**config.mk**
```make
export PLATFORM = sky130hd
export DESIGN_NAME = subqueue_conflict_dispatch_picker_flat
export DESIGN_NICKNAME = d
export VERILOG_FILES = /design/src/rtl/scdp_pkg.sv /design/src/rtl/scdp_if.sv /design/src/rtl/scdp_ram.sv /design/src/rtl/subqueue_conflict_dispatch_picker.sv /design/src/flat_wrapper.sv
export SDC_FILE = /design/constraint.sdc
export NUM_CORES = 2
export LEC_CHECK = 0
export ABC_AREA = 1
export BUFFER_PORTS_ARGS = -buffer_cell sky130_fd_sc_hd__buf_4
export CORE_MARGIN = 2
export CORE_UTILIZATION = 45
export CTS_CLUSTER_DIAMETER = 100
export DETAILED_ROUTE_END_ITERATION = 8
export PLACE_DENSITY_LB_ADDON = 0.3
export RECOVER_POWER = 25
export SETUP_SLACK_MARGIN = 0.4
export SLEW_MARGIN = 20
export SYNTH_ARGS = -nofsm -noshare
export SYNTH_HDL_FRONTEND = slang
export SYNTH_SLANG_ARGS = --single-unit
```
**constraint.sdc**
```tcl
create_clock -name clk -period 25.7 [get_ports clk]
set_input_delay 5.14 -clock clk [delete_from_list [all_inputs] [get_ports clk]]
set_output_delay 5.14 -clock clk [all_outputs]
set_load 0.005 [all_outputs]
```
**src/rtl/scdp_pkg.sv**
```systemverilog
`timescale 1ns / 1ps
`default_nettype none

package scdp_pkg;

  localparam int SUBQUEUES = 8;
  localparam longint DEVICE_SECTORS = 51584;
  localparam int COUNT_BITS = 16;

  localparam int SQ_W = (SUBQUEUES > 1) ? $clog2(SUBQUEUES) : 1;
  localparam int CLASSES = 4;
  localparam int CLS_W = 2;
  localparam longint SPAN_RAW = DEVICE_SECTORS / SUBQUEUES;
  localparam longint SPAN = (SPAN_RAW == 0) ? 1 : SPAN_RAW;

  localparam int STARVE_W = 16;
  localparam int LIMIT_W = 8;
  localparam logic [LIMIT_W-1:0] LIMIT_RESET = LIMIT_W'(4);

  localparam int ADDR_W = 3;
  localparam logic REG_WRITE_STARVE_LIMIT = 1'b0;

  typedef enum logic [1:0] {
    FLAG_ZERO,
    FLAG_END,
    FLAG_PROC,
    FLAG_PEND
  } flag_t;

  typedef enum logic [1:0] {
    STATUS_ADDED,
    STATUS_DISPATCHED,
    STATUS_EMPTY,
    STATUS_FULL
  } status_t;

  typedef enum logic {
    OP_ADD,
    OP_DISPATCH
  } opcode_t;

  typedef enum logic [1:0] {
    ST_IDLE,
    ST_EVAL,
    ST_DONE
  } state_t;

  typedef struct packed {
    logic [COUNT_BITS-1:0] count;
    flag_t                 flag;
  } entry_t;

  typedef entry_t [SUBQUEUES-1:0] row_t;

  localparam int ROW_W = $bits(row_t);

  // The subqueue is the number of span boundaries at or below the sector, capped at the last.
  function automatic logic [SQ_W-1:0] map_subqueue(input logic [31:0] sector);
    logic [SQ_W-1:0] q;
    q = '0;
    for (int k = 1; k < SUBQUEUES; k++) begin
      if ({32'd0, sector} >= 64'(longint'(k) * SPAN)) begin
        q = SQ_W'(k);
      end
    end
    return q;
  endfunction

endpackage

`default_nettype wire

```
**src/rtl/scdp_if.sv**
```systemverilog
`timescale 1ns / 1ps
`default_nettype none

interface scdp_req_if;
  logic        valid;
  logic        ready;
  logic        opcode;
  logic        is_sync;
  logic        is_write;
  logic [31:0] sector;

  modport source (output valid, opcode, is_sync, is_write, sector, input ready);
  modport sink (input valid, opcode, is_sync, is_write, sector, output ready);
endinterface

interface scdp_rsp_if;
  logic       valid;
  logic       ready;
  logic [1:0] status;
  logic       chosen_sync;
  logic       chosen_write;
  logic [2:0] chosen_subqueue;

  modport source (output valid, status, chosen_sync, chosen_write, chosen_subqueue,
                  input ready);
  modport sink (input valid, status, chosen_sync, chosen_write, chosen_subqueue,
                output ready);
endinterface

`default_nettype wire

```
**src/rtl/scdp_ram.sv**
```systemverilog
`timescale 1ns / 1ps
`default_nettype none

module scdp_ram #(
  parameter int WIDTH = 8,
  parameter int DEPTH = 4,
  localparam int AW = (DEPTH > 1) ? $clog2(DEPTH) : 1
) (
  input  logic             clk,
  input  logic             we,
  input  logic [AW-1:0]    waddr,
  input  logic [WIDTH-1:0] wdata,
  input  logic             re,
  input  logic [AW-1:0]    raddr,
  output logic [WIDTH-1:0] rdata
);

  logic [WIDTH-1:0] mem [DEPTH];

  always_ff @(posedge clk) begin
    if (we) begin
      mem[waddr] <= wdata;
    end
    if (re) begin
      rdata <= mem[raddr];
    end
  end

endmodule

`default_nettype wire

```
**src/rtl/subqueue_conflict_dispatch_picker.sv**
```systemverilog
`timescale 1ns / 1ps
`default_nettype none
// Operation: an accepted word's first row read is issued to the state memory as it is taken. An
// add word's row is evaluated once and its result is registered. A dispatch word's evaluation
// takes one class row per step from the state memory, and up to four rows are read. The result
// is held until the output register is free. A new word is taken only in the idle state, after
// the last result has gone to the output register, so words do not overlap in the block.
// Reset (rst, synchronous): every count reads zero and every flag ZERO through per-row valid
// bits, so no clearing pass is run; starvation counter zero, write_starve_limit 4.

module subqueue_conflict_dispatch_picker (
  input  logic                         clk,
  input  logic                         rst,
  scdp_req_if.sink                     req,
  scdp_rsp_if.source                   rsp,
  input  logic                         psel,
  input  logic                         penable,
  input  logic                         pwrite,
  input  logic [scdp_pkg::ADDR_W-1:0]  paddr,
  input  logic [31:0]                  pwdata,
  output logic [31:0]                  prdata,
  output logic                         pready
);
  import scdp_pkg::*;

  // Control state.
  state_t               state;
  state_t               state_next;
  logic [CLASSES-1:0]   row_valid;
  logic [STARVE_W-1:0]  starve;
  logic [STARVE_W-1:0]  starve_next;
  logic [LIMIT_W-1:0]   limit;
  logic                 out_valid;
  logic [1:0]           try_idx;

  // Per-word context captured at acceptance; rd_cls follows each row read.
  opcode_t              op_q;
  logic                 add_sync;
  logic                 add_write;
  logic [SQ_W-1:0]      add_q;
  logic                 prefer_wr;
  logic [CLS_W-1:0]     rd_cls;

  // Result waiting for the output register.
  status_t              res_status;
  logic                 res_sync;
  logic                 res_write;
  logic [SQ_W-1:0]      res_sq;

  // The result of the final evaluation cycle is held until the output register is free.
  status_t              res_status_q;
  logic                 res_sync_q;
  logic                 res_write_q;
  logic [SQ_W-1:0]      res_sq_q;

  // Memory port.
  logic                 mem_re;
  logic [CLS_W-1:0]     mem_raddr;
  logic [ROW_W-1:0]     mem_rdata;
  logic                 mem_we;
  row_t                 mem_wrow;

  logic                 accept;
  logic                 pref_now;
  logic                 load_out;
  logic                 cfg_write;
  logic [1:0]           try_inc;

  // Row evaluation.
  row_t                 row_rd;
  row_t                 row_disp;
  row_t                 row_add;
  logic                 add_full;
  logic                 busy;
  logic                 first_hit;
  logic [SQ_W-1:0]      first_idx;
  logic                 pend_hit;
  logic [SQ_W-1:0]      pend_idx;
  logic                 disp_hit;
  logic [SQ_W-1:0]      pick;
  logic [COUNT_BITS-1:0] pick_cnt;
  logic                 any_pend;
  logic                 last_try;

  // The state memory: one row per class, each row all subqueue entries of that class.
  scdp_ram #(
    .WIDTH (ROW_W),
    .DEPTH (CLASSES)
  ) u_state_ram (
    .clk   (clk),
    .we    (mem_we),
    .waddr (rd_cls),
    .wdata (mem_wrow),
    .re    (mem_re),
    .raddr (mem_raddr),
    .rdata (mem_rdata)
  );

  assign accept   = req.valid && req.ready;
  assign pref_now = starve > STARVE_W'(limit);
  assign load_out = (state == ST_DONE) && (!out_valid || rsp.ready);
  assign last_try = (try_idx == 2'd3);
  assign try_inc  = try_idx + 2'd1;

  // A row never written since reset reads as all counts zero and all flags ZERO.
  assign row_rd = row_valid[rd_cls] ? row_t'(mem_rdata) : '0;

  // Add: bump the mapped entry's count and mark it PEND, unless its count is saturated.
  always_comb begin
    row_add  = row_rd;
    add_full = (row_rd[add_q].count == {COUNT_BITS{1'b1}});
    if (!add_full) begin
      row_add[add_q].count = row_rd[add_q].count + COUNT_BITS'(1);
      row_add[add_q].flag  = FLAG_PEND;
    end
  end

  // Dispatch search within the class row. Reads prefer a non-empty entry that is not PEND,
  // writes prefer a PROC entry; both fall back to the first PEND entry.
  always_comb begin
    busy      = 1'b0;
    first_hit = 1'b0;
    first_idx = '0;
    pend_hit  = 1'b0;
    pend_idx  = '0;
    for (int i = SUBQUEUES - 1; i >= 0; i--) begin
      if (row_rd[i].count != '0) begin
        busy = 1'b1;
      end
      if (rd_cls[0] ? (row_rd[i].flag == FLAG_PROC)
                    : (row_rd[i].count != '0 && row_rd[i].flag != FLAG_PEND)) begin
        first_hit = 1'b1;
        first_idx = SQ_W'(i);
      end
      if (row_rd[i].flag == FLAG_PEND) begin
        pend_hit = 1'b1;
        pend_idx = SQ_W'(i);
      end
    end
    disp_hit = busy && (first_hit || pend_hit);
    pick     = first_hit ? first_idx : pend_idx;
  end

  // Retire one request from the picked entry, then re-arm the class when nothing is PEND.
  always_comb begin
    row_disp = row_rd;
    pick_cnt = row_rd[pick].count;
    if (pick_cnt != '0) begin
      pick_cnt = pick_cnt - COUNT_BITS'(1);
    end
    row_disp[pick].count = pick_cnt;
    if (pick_cnt == '0) begin
      row_disp[pick].flag = FLAG_ZERO;
    end else if (rd_cls[0]) begin
      row_disp[pick].flag = FLAG_PROC;
    end else begin
      row_disp[pick].flag = FLAG_END;
    end
    any_pend = 1'b0;
    for (int i = 0; i < SUBQUEUES; i++) begin
      if (row_disp[i].flag == FLAG_PEND) begin
        any_pend = 1'b1;
      end
    end
    if (!any_pend) begin
      for (int i = 0; i < SUBQUEUES; i++) begin
        if (row_disp[i].count != '0) begin
          row_disp[i].flag = FLAG_PEND;
        end
      end
    end
  end

  // Next state.
  always_comb begin
    state_next = state;
    case (state)
      ST_IDLE: begin
        if (req.valid) begin
          state_next = ST_EVAL;
        end
      end
      ST_EVAL: begin
        if (op_q == OP_ADD || disp_hit || last_try) begin
          state_next = ST_DONE;
        end
      end
      ST_DONE: begin
        if (load_out) begin
          state_next = ST_IDLE;
        end
      end
      default: state_next = ST_IDLE;
    endcase
  end

  // Control outputs, memory port and result of the evaluation cycle.
  // Class search order: preferred direction async then sync, then the other direction.
  always_comb begin
    req.ready   = 1'b0;
    mem_re      = 1'b0;
    mem_raddr   = '0;
    mem_we      = 1'b0;
    mem_wrow    = row_disp;
    starve_next = starve;
    res_status  = STATUS_EMPTY;
    res_sync    = 1'b0;
    res_write   = 1'b0;
    res_sq      = '0;
    case (state)
      ST_IDLE: begin
        req.ready = 1'b1;
        mem_re    = req.valid;
        if (opcode_t'(req.opcode) == OP_ADD) begin
          mem_raddr = {req.is_sync, req.is_write};
        end else begin
          mem_raddr = {1'b0, pref_now};
        end
      end
      ST_EVAL: begin
        if (op_q == OP_ADD) begin
          mem_we     = !add_full;
          mem_wrow   = row_add;
          res_status = add_full ? STATUS_FULL : STATUS_ADDED;
          res_sync   = add_sync;
          res_write  = add_write;
          res_sq     = add_q;
        end else if (disp_hit) begin
          mem_we     = 1'b1;
          res_status = STATUS_DISPATCHED;
          res_sync   = rd_cls[1];
          res_write  = rd_cls[0];
          res_sq     = pick;
          if (rd_cls[0]) begin
            starve_next = '0;
          end else if (starve != {STARVE_W{1'b1}}) begin
            starve_next = starve + STARVE_W'(1);
          end
        end else if (!last_try) begin
          mem_re    = 1'b1;
          mem_raddr = {try_inc[0], prefer_wr ^ try_inc[1]};
        end
      end
      ST_DONE: begin
      end
      default: begin
      end
    endcase
  end

  // Configuration port: one register, written in the access phase.
  assign pready    = 1'b1;
  assign cfg_write = psel && penable && pwrite && pready;
  assign prdata    = (paddr[ADDR_W-1] == REG_WRITE_STARVE_LIMIT) ? {24'd0, limit} : 32'd0;

  always_ff @(posedge clk) begin
    if (rst) begin
      state     <= ST_IDLE;
      row_valid <= '0;
      starve    <= '0;
      limit     <= LIMIT_RESET;
      out_valid <= 1'b0;
      try_idx   <= '0;
    end else begin
      state  <= state_next;
      starve <= starve_next;
      if (mem_we) begin
        row_valid[rd_cls] <= 1'b1;
      end
      if (cfg_write && paddr[ADDR_W-1] == REG_WRITE_STARVE_LIMIT) begin
        limit <= pwdata[LIMIT_W-1:0];
      end
      if (load_out) begin
        out_valid <= 1'b1;
      end else if (rsp.ready) begin
        out_valid <= 1'b0;
      end
      if (accept) begin
        try_idx <= '0;
      end else if (state == ST_EVAL && mem_re) begin
        try_idx <= try_inc;
      end
    end
  end

  // Word context and result payload.
  always_ff @(posedge clk) begin
    if (accept) begin
      op_q      <= opcode_t'(req.opcode);
      add_sync  <= req.is_sync;
      add_write <= req.is_write;
      add_q     <= map_subqueue(req.sector);
      prefer_wr <= pref_now;
    end
    if (mem_re) begin
      rd_cls <= mem_raddr;
    end
    if (load_out) begin
      rsp.status          <= res_status_q;
      rsp.chosen_sync     <= res_sync_q;
      rsp.chosen_write    <= res_write_q;
      rsp.chosen_subqueue <= 3'(res_sq_q);
    end
  end

  always_ff @(posedge clk) begin
    if (state == ST_EVAL) begin
      res_status_q <= res_status;
      res_sync_q   <= res_sync;
      res_write_q  <= res_write;
      res_sq_q     <= res_sq;
    end
  end

  assign rsp.valid = out_valid;

  // A new result only appears after the result-holding state.
  a_rsp_from_done: assert property (@(posedge clk) disable iff (rst)
    $rose(out_valid) |-> $past(state) == ST_DONE)
    else $error("result raised outside the result-holding state");

  // State rows are only written back during evaluation.
  a_write_in_eval: assert property (@(posedge clk) disable iff (rst)
    mem_we |-> state == ST_EVAL)
    else $error("state memory written outside evaluation");

  // A written row is valid from then on.
  a_row_valid: assert property (@(posedge clk) disable iff (rst)
    mem_we |=> row_valid[$past(rd_cls)])
    else $error("written row not marked valid");

  // No new row read is issued while a result waits.
  a_no_read_in_done: assert property (@(posedge clk) disable iff (rst)
    state == ST_DONE |-> !mem_re)
    else $error("state memory read while a result waits");

endmodule

`default_nettype wire
```
**src/flat_wrapper.sv**
```systemverilog
// flat-port wrapper written by rule: the top's interface ports become plain ports
module subqueue_conflict_dispatch_picker_flat import scdp_pkg::*;
  (clk, rst, psel, penable, pwrite, paddr, pwdata, prdata, pready, req_valid, req_opcode, req_is_sync, req_is_write, req_sector, req_ready, rsp_valid, rsp_status, rsp_chosen_sync, rsp_chosen_write, rsp_chosen_subqueue, rsp_ready);
  scdp_req_if req_i ();
  scdp_rsp_if rsp_i ();
  input  logic clk;
  input  logic rst;
  input  logic psel;
  input  logic penable;
  input  logic pwrite;
  input  logic [scdp_pkg::ADDR_W-1:0] paddr;
  input  logic [31:0] pwdata;
  output logic [31:0] prdata;
  output logic pready;
  input wire logic [$bits(req_i.valid)-1:0] req_valid;
  input wire logic [$bits(req_i.opcode)-1:0] req_opcode;
  input wire logic [$bits(req_i.is_sync)-1:0] req_is_sync;
  input wire logic [$bits(req_i.is_write)-1:0] req_is_write;
  input wire logic [$bits(req_i.sector)-1:0] req_sector;
  output wire logic [$bits(req_i.ready)-1:0] req_ready;
  output wire logic [$bits(rsp_i.valid)-1:0] rsp_valid;
  output wire logic [$bits(rsp_i.status)-1:0] rsp_status;
  output wire logic [$bits(rsp_i.chosen_sync)-1:0] rsp_chosen_sync;
  output wire logic [$bits(rsp_i.chosen_write)-1:0] rsp_chosen_write;
  output wire logic [$bits(rsp_i.chosen_subqueue)-1:0] rsp_chosen_subqueue;
  input wire logic [$bits(rsp_i.ready)-1:0] rsp_ready;
  assign req_i.valid = req_valid;
  assign req_i.opcode = req_opcode;
  assign req_i.is_sync = req_is_sync;
  assign req_i.is_write = req_is_write;
  assign req_i.sector = req_sector;
  assign req_ready = req_i.ready;
  assign rsp_valid = rsp_i.valid;
  assign rsp_status = rsp_i.status;
  assign rsp_chosen_sync = rsp_i.chosen_sync;
  assign rsp_chosen_write = rsp_i.chosen_write;
  assign rsp_chosen_subqueue = rsp_i.chosen_subqueue;
  assign rsp_i.ready = rsp_ready;
  subqueue_conflict_dispatch_picker u_core (.clk(clk), .rst(rst), .req(req_i), .rsp(rsp_i), .psel(psel), .penable(penable), .pwrite(pwrite), .paddr(paddr), .pwdata(pwdata), .prdata(prdata), .pready(pready));
endmodule
```
# Yosys cells after proc, flatten, opt, wreduce, memory -nomap -nowiden
# Memory sizes are Yosys's and may differ from the RTL's. A register that Yosys moved wholly into a read port is not among the register bits.
# Index checks and enable logic that the tools add are counted.
[word_totals] mem_bits_rw=576 n_memories=1 wordCells=276 latchBits=0 reg_bits=56 inputBits=77 out_inout_bits=42 mem_bits_ro=0
[classes] multipliers=0 n_addsub=4 n_bitwise=4 mux=141 n_lt_le_gt_ge=14 n_reduce_logical=50 n_shift=0 div_mod_pow=0 n_eq_ne=40
[memory_table] memory="u_core.u_state_ram.mem" depth=4 width=144 rd=1 rd_clocked_by_memory_dff=1 wr=1 line="scdp_ram.sv:18" rtl="logic [WIDTH-1:0] mem [DEPTH];"
[op_table] op="144-bit bitwise mux" n=6
[op_table] op="144-bit 2-to-1 mux" n=6
[op_table] op="16-bit nonzero test" n=17
[op_table] op="18-bit demux with 3-bit select" n=4
[op_table] op="18-bit binary-select mux with 3-bit select" n=2
[op_table] op="32-bit by 15-bit greater-or-equal comparator with 1-bit output (second input constant)" n=3
[op_table] op="18-bit 2-to-1 mux" n=4
[op_table] op="32-bit by 16-bit greater-or-equal comparator with 1-bit output (second input constant)" n=2
[op_table] op="2-bit 2-to-1 mux" n=32
[op_table] op="1-bit 2-to-1 mux" n=59
[op_table] op="3-bit 2-to-1 mux" n=19
[op_table] op="2-bit equality test (second input constant)" n=26
[op_table] op="16-bit 2-to-1 mux" n=3
[op_table] op="16-bit by 1-bit adder with 16-bit output (second input constant)" n=2
[op_table] op="32-bit by 13-bit greater-or-equal comparator with 1-bit output (second input constant)" n=1
[op_table] op="32-bit by 14-bit greater-or-equal comparator with 1-bit output (second input constant)" n=1
[op_table] op="1-bit logical AND" n=18
[op_table] op="2-bit inequality test (second input constant)" n=9
[op_table] op="16-bit equality test (second input constant)" n=1
[op_table] op="16-bit by 8-bit greater-than comparator with 1-bit output" n=1
[op_table] op="16-bit logical NOT" n=1
[op_table] op="16-bit inequality test (second input constant)" n=1
[op_table] op="16-bit by 1-bit subtractor with 16-bit output (second input constant)" n=1
[op_table] op="3-bit by 4-bit less-than comparator with 1-bit output (second input constant)" n=2
[op_table] op="23 further kinds" n=32

# Logic depth before layout (Yosys ltp)
[logic_depth] depth_word=35 depth_mapped=48 mapped_depth_nobuf=42

# Modules after synthesis
# From an unflattened synthesis, not the netlist that was laid out.
[unflattened] cells_unflattened=5051 hier_area_um2=41975.3
[by_module_without_submodules] module="scdp_ram" cells_per_inst=2407 instances=1 area_per_inst_um2=28503.6
[by_module_without_submodules] module="subqueue_conflict_dispatch_picker" cells_per_inst=2644 instances=1 area_per_inst_um2=13471.7

# Least setup slack after synthesis
# OpenSTA, ideal clock, no wires.
[synth_timing] path_type="register to register" startpoint="register u_core.rd_cls[0]" endpoint="memory u_core.u_state_ram.mem[2][0] (netlist name), enable pin" path_stages_with_launch=26 setup_ns=0.828 arrival_time_ns=12.507 t_required_ns=24.872 synth_period_minus_slack_ns=13.334 path_buffers=5 path_slack_ns=12.366 cell_sequence="edfxtp_1 > nand2_1 > nand2_1 > nand2_1 > nand2_2 > buf_6 > buf_2 > buf_1 > buf_1 > nand2_1 > inv_1 > o21ai_0 > nor4_1 > clkbuf_1 > ha_1 > nand2_1 > nor2_1 > inv_1 > nor2_1 > nand4_1 > nor2_1 > inv_1 > nand2_1 > nor2_1 > inv_1 > nor3_1"
[synth_via] elab_chain_cells=21
[synth_lines] element="start: declaration" line="subqueue_conflict_dispatch_picker.sv:42" rtl="logic [CLS_W-1:0] rd_cls;"
[synth_lines] element="start signal: assignment" line="subqueue_conflict_dispatch_picker.sv:296" rtl="rd_cls <= mem_raddr;"
[synth_lines] element="1-bit binary-select mux with 2-bit select" line="subqueue_conflict_dispatch_picker.sv:106" rtl="assign row_rd = row_valid[rd_cls] ? row_t'(mem_rdata) : '0;"
[synth_lines] element="1-bit 2-to-1 mux (implied by the code)" line="subqueue_conflict_dispatch_picker.sv:106"
[synth_lines] element="144-bit 2-to-1 mux" line="subqueue_conflict_dispatch_picker.sv:106"
[synth_lines] element="16-bit nonzero test or 2-bit inequality test (tied branches)" line="subqueue_conflict_dispatch_picker.sv:127, subqueue_conflict_dispatch_picker.sv:131"
[synth_lines] element="1-bit logical AND" line="subqueue_conflict_dispatch_picker.sv:131" rtl=": (row_rd[i].count != '0 && row_rd[i].flag != FLAG_PEND)) begin"
[synth_lines] element="1-bit 2-to-1 mux (9 in a row)" line="subqueue_conflict_dispatch_picker.sv:130" rtl="if (rd_cls[0] ? (row_rd[i].flag == FLAG_PROC)"
[synth_lines] element="1-bit logical OR" line="subqueue_conflict_dispatch_picker.sv:140" rtl="disp_hit = busy && (first_hit || pend_hit);"
[synth_lines] element="1-bit logical AND" line="subqueue_conflict_dispatch_picker.sv:140"
[synth_lines] element="1-bit 2-to-1 mux" line="subqueue_conflict_dispatch_picker.sv:228" rtl="end else if (disp_hit) begin"
[synth_lines] element="1-bit 2-to-1 mux" line="subqueue_conflict_dispatch_picker.sv:221" rtl="if (op_q == OP_ADD) begin"
[synth_lines] element="1-bit 2-to-1 mux" line="subqueue_conflict_dispatch_picker.sv:210" rtl="case (state)"
[synth_lines] element="1-bit 2-to-1 mux" line="scdp_ram.sv:21" rtl="if (we) begin"
[synth_lines] element="1-bit 2-to-1 mux (implied by the code)" line="scdp_ram.sv:22" rtl="mem[waddr] <= wdata;"
[synth_lines] element="end: declaration" line="scdp_ram.sv:18"
# Several ways; a longest one is shown, not always the timed one. The select of a mux whose other input is x is not followed.

# Worst setup path after layout
[layout_timing] startpoint="register u_core.rd_cls[0]" endpoint="memory u_core.u_state_ram.mem[0][85] (netlist name), enable pin"
# Same word-level chain as after synthesis.

==> report_table.html <==
<table>
<tr><th>Metric</th><th>Value</th></tr>
<tr><th colspan="2">Synth</th></tr>
<tr><td>Largest cells by area after synthesis</td><td>sky130_fd_sc_hd__edfxtp_1 58%, sky130_fd_sc_hd__o21ai_0 8.4%, sky130_fd_sc_hd__nand2_1 8.2%</td></tr>
<tr><td>Mux contribution to synthesized area</td><td>less than 1%</td></tr>
<tr><td>Adder and majority gate portion of the synthesized area</td><td>0.421%</td></tr>
<tr><td>Most used flip-flop cell after synthesis</td><td>sky130_fd_sc_hd__edfxtp_1</td></tr>
<tr><td>Mean post-synth cell area</td><td>roughly 9.3 um^2</td></tr>
<tr><td>Area share of xor/xnor cells in the synthesized design</td><td>less than 1%</td></tr>
<tr><td>Number of unique standard cell types used by synthesis</td><td>53</td></tr>
<tr><td>Synth area leader</td><td>sky130_fd_sc_hd__edfxtp_1</td></tr>
<tr><td>Post-Synth Simple-Gate Area</td><td>a little under a fifth</td></tr>
<tr><td>Fraction of registers with async set/reset</td><td>0%</td></tr>
<tr><td>Top-count cell post-synth</td><td>sky130_fd_sc_hd__nand2_1</td></tr>
<tr><td>Count of flip-flops with a built-in enable after synthesis</td><td>approximately 740</td></tr>
<tr><td>Share of the synthesized area in the top cell type</td><td>slightly below 60%</td></tr>
<tr><td>Number of instances in the synthesized netlist</td><td>around 4,100</td></tr>
<tr><td>Yosys warning total</td><td>0</td></tr>
<tr><td>Post-synthesis sequential area ratio</td><td>about three fifths</td></tr>
<tr><td>Main combinational cell family by area after synthesis</td><td>simple AND/OR/NAND/NOR gates</td></tr>
<tr><td>Top post-synthesis cells by count</td><td>839 x sky130_fd_sc_hd__nand2_1, 743 x sky130_fd_sc_hd__edfxtp_1, 652 x sky130_fd_sc_hd__o21ai_0, 515 x sky130_fd_sc_hd__nor2_1, 253 x sky130_fd_sc_hd__inv_1</td></tr>
<tr><td>Area fraction in compound gates after synthesis</td><td>between 10% and 20%</td></tr>
<tr><td>Flops &amp; latches, synth</td><td>776</td></tr>
<tr><td>Post-Synthesis Cell Area</td><td>just under 40,000 um^2</td></tr>
<tr><th colspan="2">Routing</th></tr>
<tr><td>DR vias</td><td>31,900</td></tr>
<tr><td>Post-route ant nets</td><td>0</td></tr>
<tr><td>First-iteration detailed-routing DRC count</td><td>between 4,000 and 5,000</td></tr>
<tr><td>Number of iterations in the first detailed-routing pass</td><td>9</td></tr>
<tr><td>Detailed-route DRC error count</td><td>0</td></tr>
<tr><td>Total wire length after detailed routing</td><td>128,000 um</td></tr>
<tr><td>WL per Instance</td><td>~24 um</td></tr>
<tr><td>Detail-routed via count per cell</td><td>around 6.0</td></tr>
<tr><th colspan="2">Run status</th></tr>
<tr><td>Run status</td><td>finished with violations</td></tr>
<tr><td>Violations in the final reports</td><td>capacitance limit, slew limit</td></tr>
<tr><th colspan="2">Timing</th></tr>
<tr><td>Worst rel slew slack</td><td>-560%</td></tr>
<tr><td>Period Utilization, post-route</td><td>64.6%</td></tr>
<tr><td>Max Clock Freq</td><td>roughly 60 MHz</td></tr>
<tr><td>Unrepaired setup endpoints after global routing</td><td>no</td></tr>
<tr><td>Slew of the pin with the lowest slew margin</td><td>roughly 9.9 ns</td></tr>
<tr><td>Max Clock Skew</td><td>a little over 0.04 ns</td></tr>
<tr><td>Final max-slew violation count</td><td>roughly 800</td></tr>
<tr><td>Setup violations, final</td><td>0</td></tr>
<tr><td>Setup TNS</td><td>0 ns</td></tr>
<tr><td>Count of endpoints failing hold in the final timing report</td><td>0</td></tr>
<tr><td>Post-Route Hold Slack</td><td>about 0.42 ns</td></tr>
<tr><td>Time the final worst path needs with I/O delays and setup</td><td>roughly 17 ns</td></tr>
<tr><th colspan="2">Die</th></tr>
<tr><td>Chip Width</td><td>~300 um</td></tr>
<tr><td>Y dimension of the die</td><td>between 200 and 300 um</td></tr>
<tr><td>DIE AREA</td><td>88,200 um^2</td></tr>
<tr><td>Starting utilization of the core area</td><td>45.4%</td></tr>
<tr><td>Number of placement rows</td><td>roughly 110</td></tr>
<tr><td>Std-Cell Core Area</td><td>85,100 um^2</td></tr>
<tr><td>I/O pin count</td><td>~120</td></tr>
<tr><th colspan="2">Clocking</th></tr>
<tr><td>Clock latency on the worst-skew pair</td><td>around 0.66 ns</td></tr>
<tr><td>TritonCTS buffer count</td><td>80</td></tr>
<tr><td>Post-CTS Resized</td><td>0</td></tr>
<tr><td>Max Root-Sink Buffers</td><td>3</td></tr>
<tr><td>CTS clk-pin slew, worst paths</td><td>about 0.06 ns</td></tr>
<tr><td>Number of buffers inserted for hold repair after clock tree synthesis</td><td>0</td></tr>
<tr><td>Clock root cell</td><td>sky130_fd_sc_hd__clkbuf_16</td></tr>
<tr><td>H-tree depth reported by CTS</td><td>3</td></tr>
<tr><td>Clock tree from TritonCTS</td><td>yes</td></tr>
<tr><td># Post-CTS Setup Buffers</td><td>0</td></tr>
<tr><td>Number of sinks on the clock net</td><td>a little under 800</td></tr>
<tr><th colspan="2">Global route</th></tr>
<tr><td>Number of antenna violations at the first check in global routing</td><td>2</td></tr>
<tr><td>Overall fraction of global-route tracks in use</td><td>about 28%</td></tr>
<tr><td>Total congestion overflow after global routing</td><td>0</td></tr>
<tr><td>Pin count of the biggest net entering global routing</td><td>approximately 220</td></tr>
<tr><td>Vias in the first global route</td><td>approximately 29,000</td></tr>
<tr><td>Wire length of the first global-routing pass</td><td>approximately 190,000 um</td></tr>
<tr><th colspan="2">Cells and area</th></tr>
<tr><td>Area growth from synthesis to layout</td><td>9.46%</td></tr>
<tr><td>Share of cells above drive strength 1</td><td>under 10%</td></tr>
<tr><td>Number of nets in the finished design</td><td>around 4,200</td></tr>
<tr><th colspan="2">Critical path</th></tr>
<tr><td>Critical Path AT</td><td>16.54 ns</td></tr>
<tr><td>Master of the slowest instance on the critical path</td><td>sky130_fd_sc_hd__clkbuf_1</td></tr>
<tr><td>Worst Setup End Kind</td><td>register</td></tr>
<tr><td>Slack of the worst reg-to-reg path</td><td>between 9 and 10 ns</td></tr>
<tr><td>Data required time of the worst path</td><td>roughly 26 ns</td></tr>
<tr><td>Setup crit start</td><td>u_core.rd_cls[0]</td></tr>
<tr><td>Worst reg2reg path endpoint</td><td>u_core.u_state_ram.mem[0][85]</td></tr>
<tr><td>Slowest stage delay, CP</td><td>roughly 6.9 ns</td></tr>
<tr><td>Largest driver fanout on the critical path</td><td>between 100 and 150</td></tr>
<tr><td>Critical-path cell list</td><td>inv_1, nand2_1, nand2_1, nand2_1, nand2_1, clkbuf_1, nand2_1, nand3_1, nor2_1, nand3_1, nand2_1, nand2_1, nor2_1, and2_0, nand3_1, nand2_1, inv_1, nor2_1, inv_1, nand2_1, nor2_1, inv_1, nor3_1, clkbuf_1</td></tr>
<tr><td>Critical R2R Launch</td><td>u_core.rd_cls[0]</td></tr>
<tr><td>Cell type with the highest occurrence count on the critical path</td><td>sky130_fd_sc_hd__nand2_1</td></tr>
<tr><td>Critical path launch point type</td><td>register</td></tr>
<tr><td>Crit path kind</td><td>reg -&gt; reg</td></tr>
<tr><td>Worst setup path end</td><td>u_core.u_state_ram.mem[0][85]</td></tr>
<tr><td>Number of cells on the worst reg-to-reg path</td><td>24</td></tr>
<tr><th colspan="2">Placement</th></tr>
<tr><td>Post-detailed-placement half-perimeter wirelength</td><td>~84,000 um</td></tr>
<tr><td>Port Buffer Count</td><td>63</td></tr>
<tr><td>Global placement routability congestion</td><td>1.03</td></tr>
<tr><th colspan="2">Power and ir drop</th></tr>
<tr><td>Static leakage</td><td>between 15 and 20 nW</td></tr>
<tr><td>Power Density</td><td>roughly 110 nW/um^2</td></tr>
<tr><td>Maximum vdd drop</td><td>~0.07 mV</td></tr>
<tr><th colspan="2">Worst hold path</th></tr>
<tr><td>Number of cells on the worst hold path</td><td>0</td></tr>
<tr><td>Type of the most critical hold path</td><td>reg -&gt; reg</td></tr>
<tr><th colspan="2">Flow run</th></tr>
<tr><td>Number of maximum-capacitance violations</td><td>11</td></tr>
</table>
==> worst min-delay path by stage <==
| stage | startpoint | end | slack (ns) |
|---|---|---|---|
| 2_1_floorplan | u_core.res_sq_q[0] | u_core.rsp.chosen_subqueue[0] | 0.40 |
| 3_3_place_gp | u_core.res_write_q | u_core.rsp.chosen_write | 0.41 |
| 3_5_place_dp | u_core.res_write_q | u_core.rsp.chosen_write | 0.41 |
| 4_1_cts | u_core.res_write_q | u_core.rsp.chosen_write | 0.42 |
| 5_1_grt | u_core.res_write_q | u_core.rsp.chosen_write | 0.43 |
| 6_report | u_core.res_write_q | u_core.rsp.chosen_write | 0.42 |
==> critical path: cells and delay by family (launching register included) <==
kind                   cells  cell delay, ns
flip-flops                 1            0.66
AND/OR/NAND/NOR           18            4.89
buffers and inverters      6            9.95
==> registers in the layout, indices dropped and copies added, names as in the netlist, 2 cells and up <==
name	cells
u_core.add_q	3
u_core.limit	8
u_core.rd_cls	2
u_core.res_sq_q	3
u_core.res_status_q	2
u_core.row_valid	4
u_core.rsp.chosen_subqueue	3
u_core.rsp.status	2
u_core.starve	16
u_core.state	2
u_core.try_idx	2
u_core.u_state_ram.mem	576
u_core.u_state_ram.rdata	144
==> kinds of logic (layout without fill, tap and decap cells) <==
family / Yosys count / count (layout)
AOI/OAI and AO/OA: 1041 / 1041
xor gates and xnor gates: 13 / 13
adders and majority gates: 13 / 13
buffers and inverters: 540 / 527
DFF: 776 / 776
muxes: 1 / 1
other: 2 / 27
and+or+nand+nor: 1762 / 1762
==> cells in the final DEF, fill, tap and decap left out, types with 5 or more instances in the layout <==
cell / instances
sky130_fd_sc_hd__nor3b_1: 6
sky130_fd_sc_hd__a21oi_1: 81
sky130_fd_sc_hd__nor2_2: 9
sky130_fd_sc_hd__o22ai_1: 223
sky130_fd_sc_hd__clkbuf_4: 12
sky130_fd_sc_hd__nand4_1: 73
sky130_fd_sc_hd__o21ai_0: 652
sky130_fd_sc_hd__clkbuf_1: 29
sky130_fd_sc_hd__dfxtp_1: 33
sky130_fd_sc_hd__nor4_1: 27
sky130_fd_sc_hd__inv_1: 253
sky130_fd_sc_hd__nand2_1: 840
sky130_fd_sc_hd__buf_4: 93
sky130_fd_sc_hd__o21ai_1: 18
sky130_fd_sc_hd__o21a_1: 5
sky130_fd_sc_hd__ha_1: 13
sky130_fd_sc_hd__nand2_2: 13
sky130_fd_sc_hd__clkinv_2: 15
sky130_fd_sc_hd__nor3_1: 42
sky130_fd_sc_hd__a31oi_1: 12
sky130_fd_sc_hd__nor2_1: 515
sky130_fd_sc_hd__bufinv_16: 7
sky130_fd_sc_hd__nand3_1: 212
sky130_fd_sc_hd__clkinv_1: 16
sky130_fd_sc_hd__clkbuf_16: 82
sky130_fd_sc_hd__o211ai_1: 30
sky130_fd_sc_hd__xor2_1: 12
sky130_fd_sc_hd__conb_1: 25
sky130_fd_sc_hd__edfxtp_1: 743
==> cell type report <==
| cell class | instances | area, um^2 |
|---|---|---|
| inverters | 264 | 1000 |
| repair buffers | 120 | 868 |
| clock buffers | 100 | 2140 |
| fillers | 7909 | 42900 |
| multi-input cells | 2855 | 13400 |
| flip-flops and latches | 776 | 23000 |
| diodes | 2 | 5.00 |
| well taps | 1144 | 1430 |
| clock inverters | 43 | 419 |
==> routing by layer <==
metal  up-vias  global-route usage (%)  part of all wire [%]  routed length (um)
li1      14500                       -                     -                   -
met1     15200                    39.4                    41               52000
met2      1782                    42.7                    44               56500
met3       360                    5.67                    10               13400
met4         0                    13.4                   5.0                6470
met5         -                       0                     0                   0
==> report_power, final <==
part | internal [mW] | switching, mW | total, mW
registers | 1.68 | 0.0496 | 1.73
clock network | 0.662 | 0.473 | 1.13
logic | 0.349 | 1.32 | 1.67
total | 2.69 | 1.85 | 4.54
==> metrics by stage <==
step / total power, mW / area [um^2] / std cells / setup slack, ns / util [%]
detailed placement: 3.33 / 39900 / 5158 / 15.05 / 46.8
CTS: 4.47 / 42400 / 5301 / 15.04 / 49.8
global route: 4.70 / 42300 / 5302 / 7.81 / 49.7
floorplan: 2.73 / 38700 / 4171 / 12.37 / -
finish: 4.54 / 42300 / 5304 / 9.10 / 49.7
global placement: 3.32 / 39900 / 5158 / 15.06 / 46.8
(Power assumes the default switching activity.)
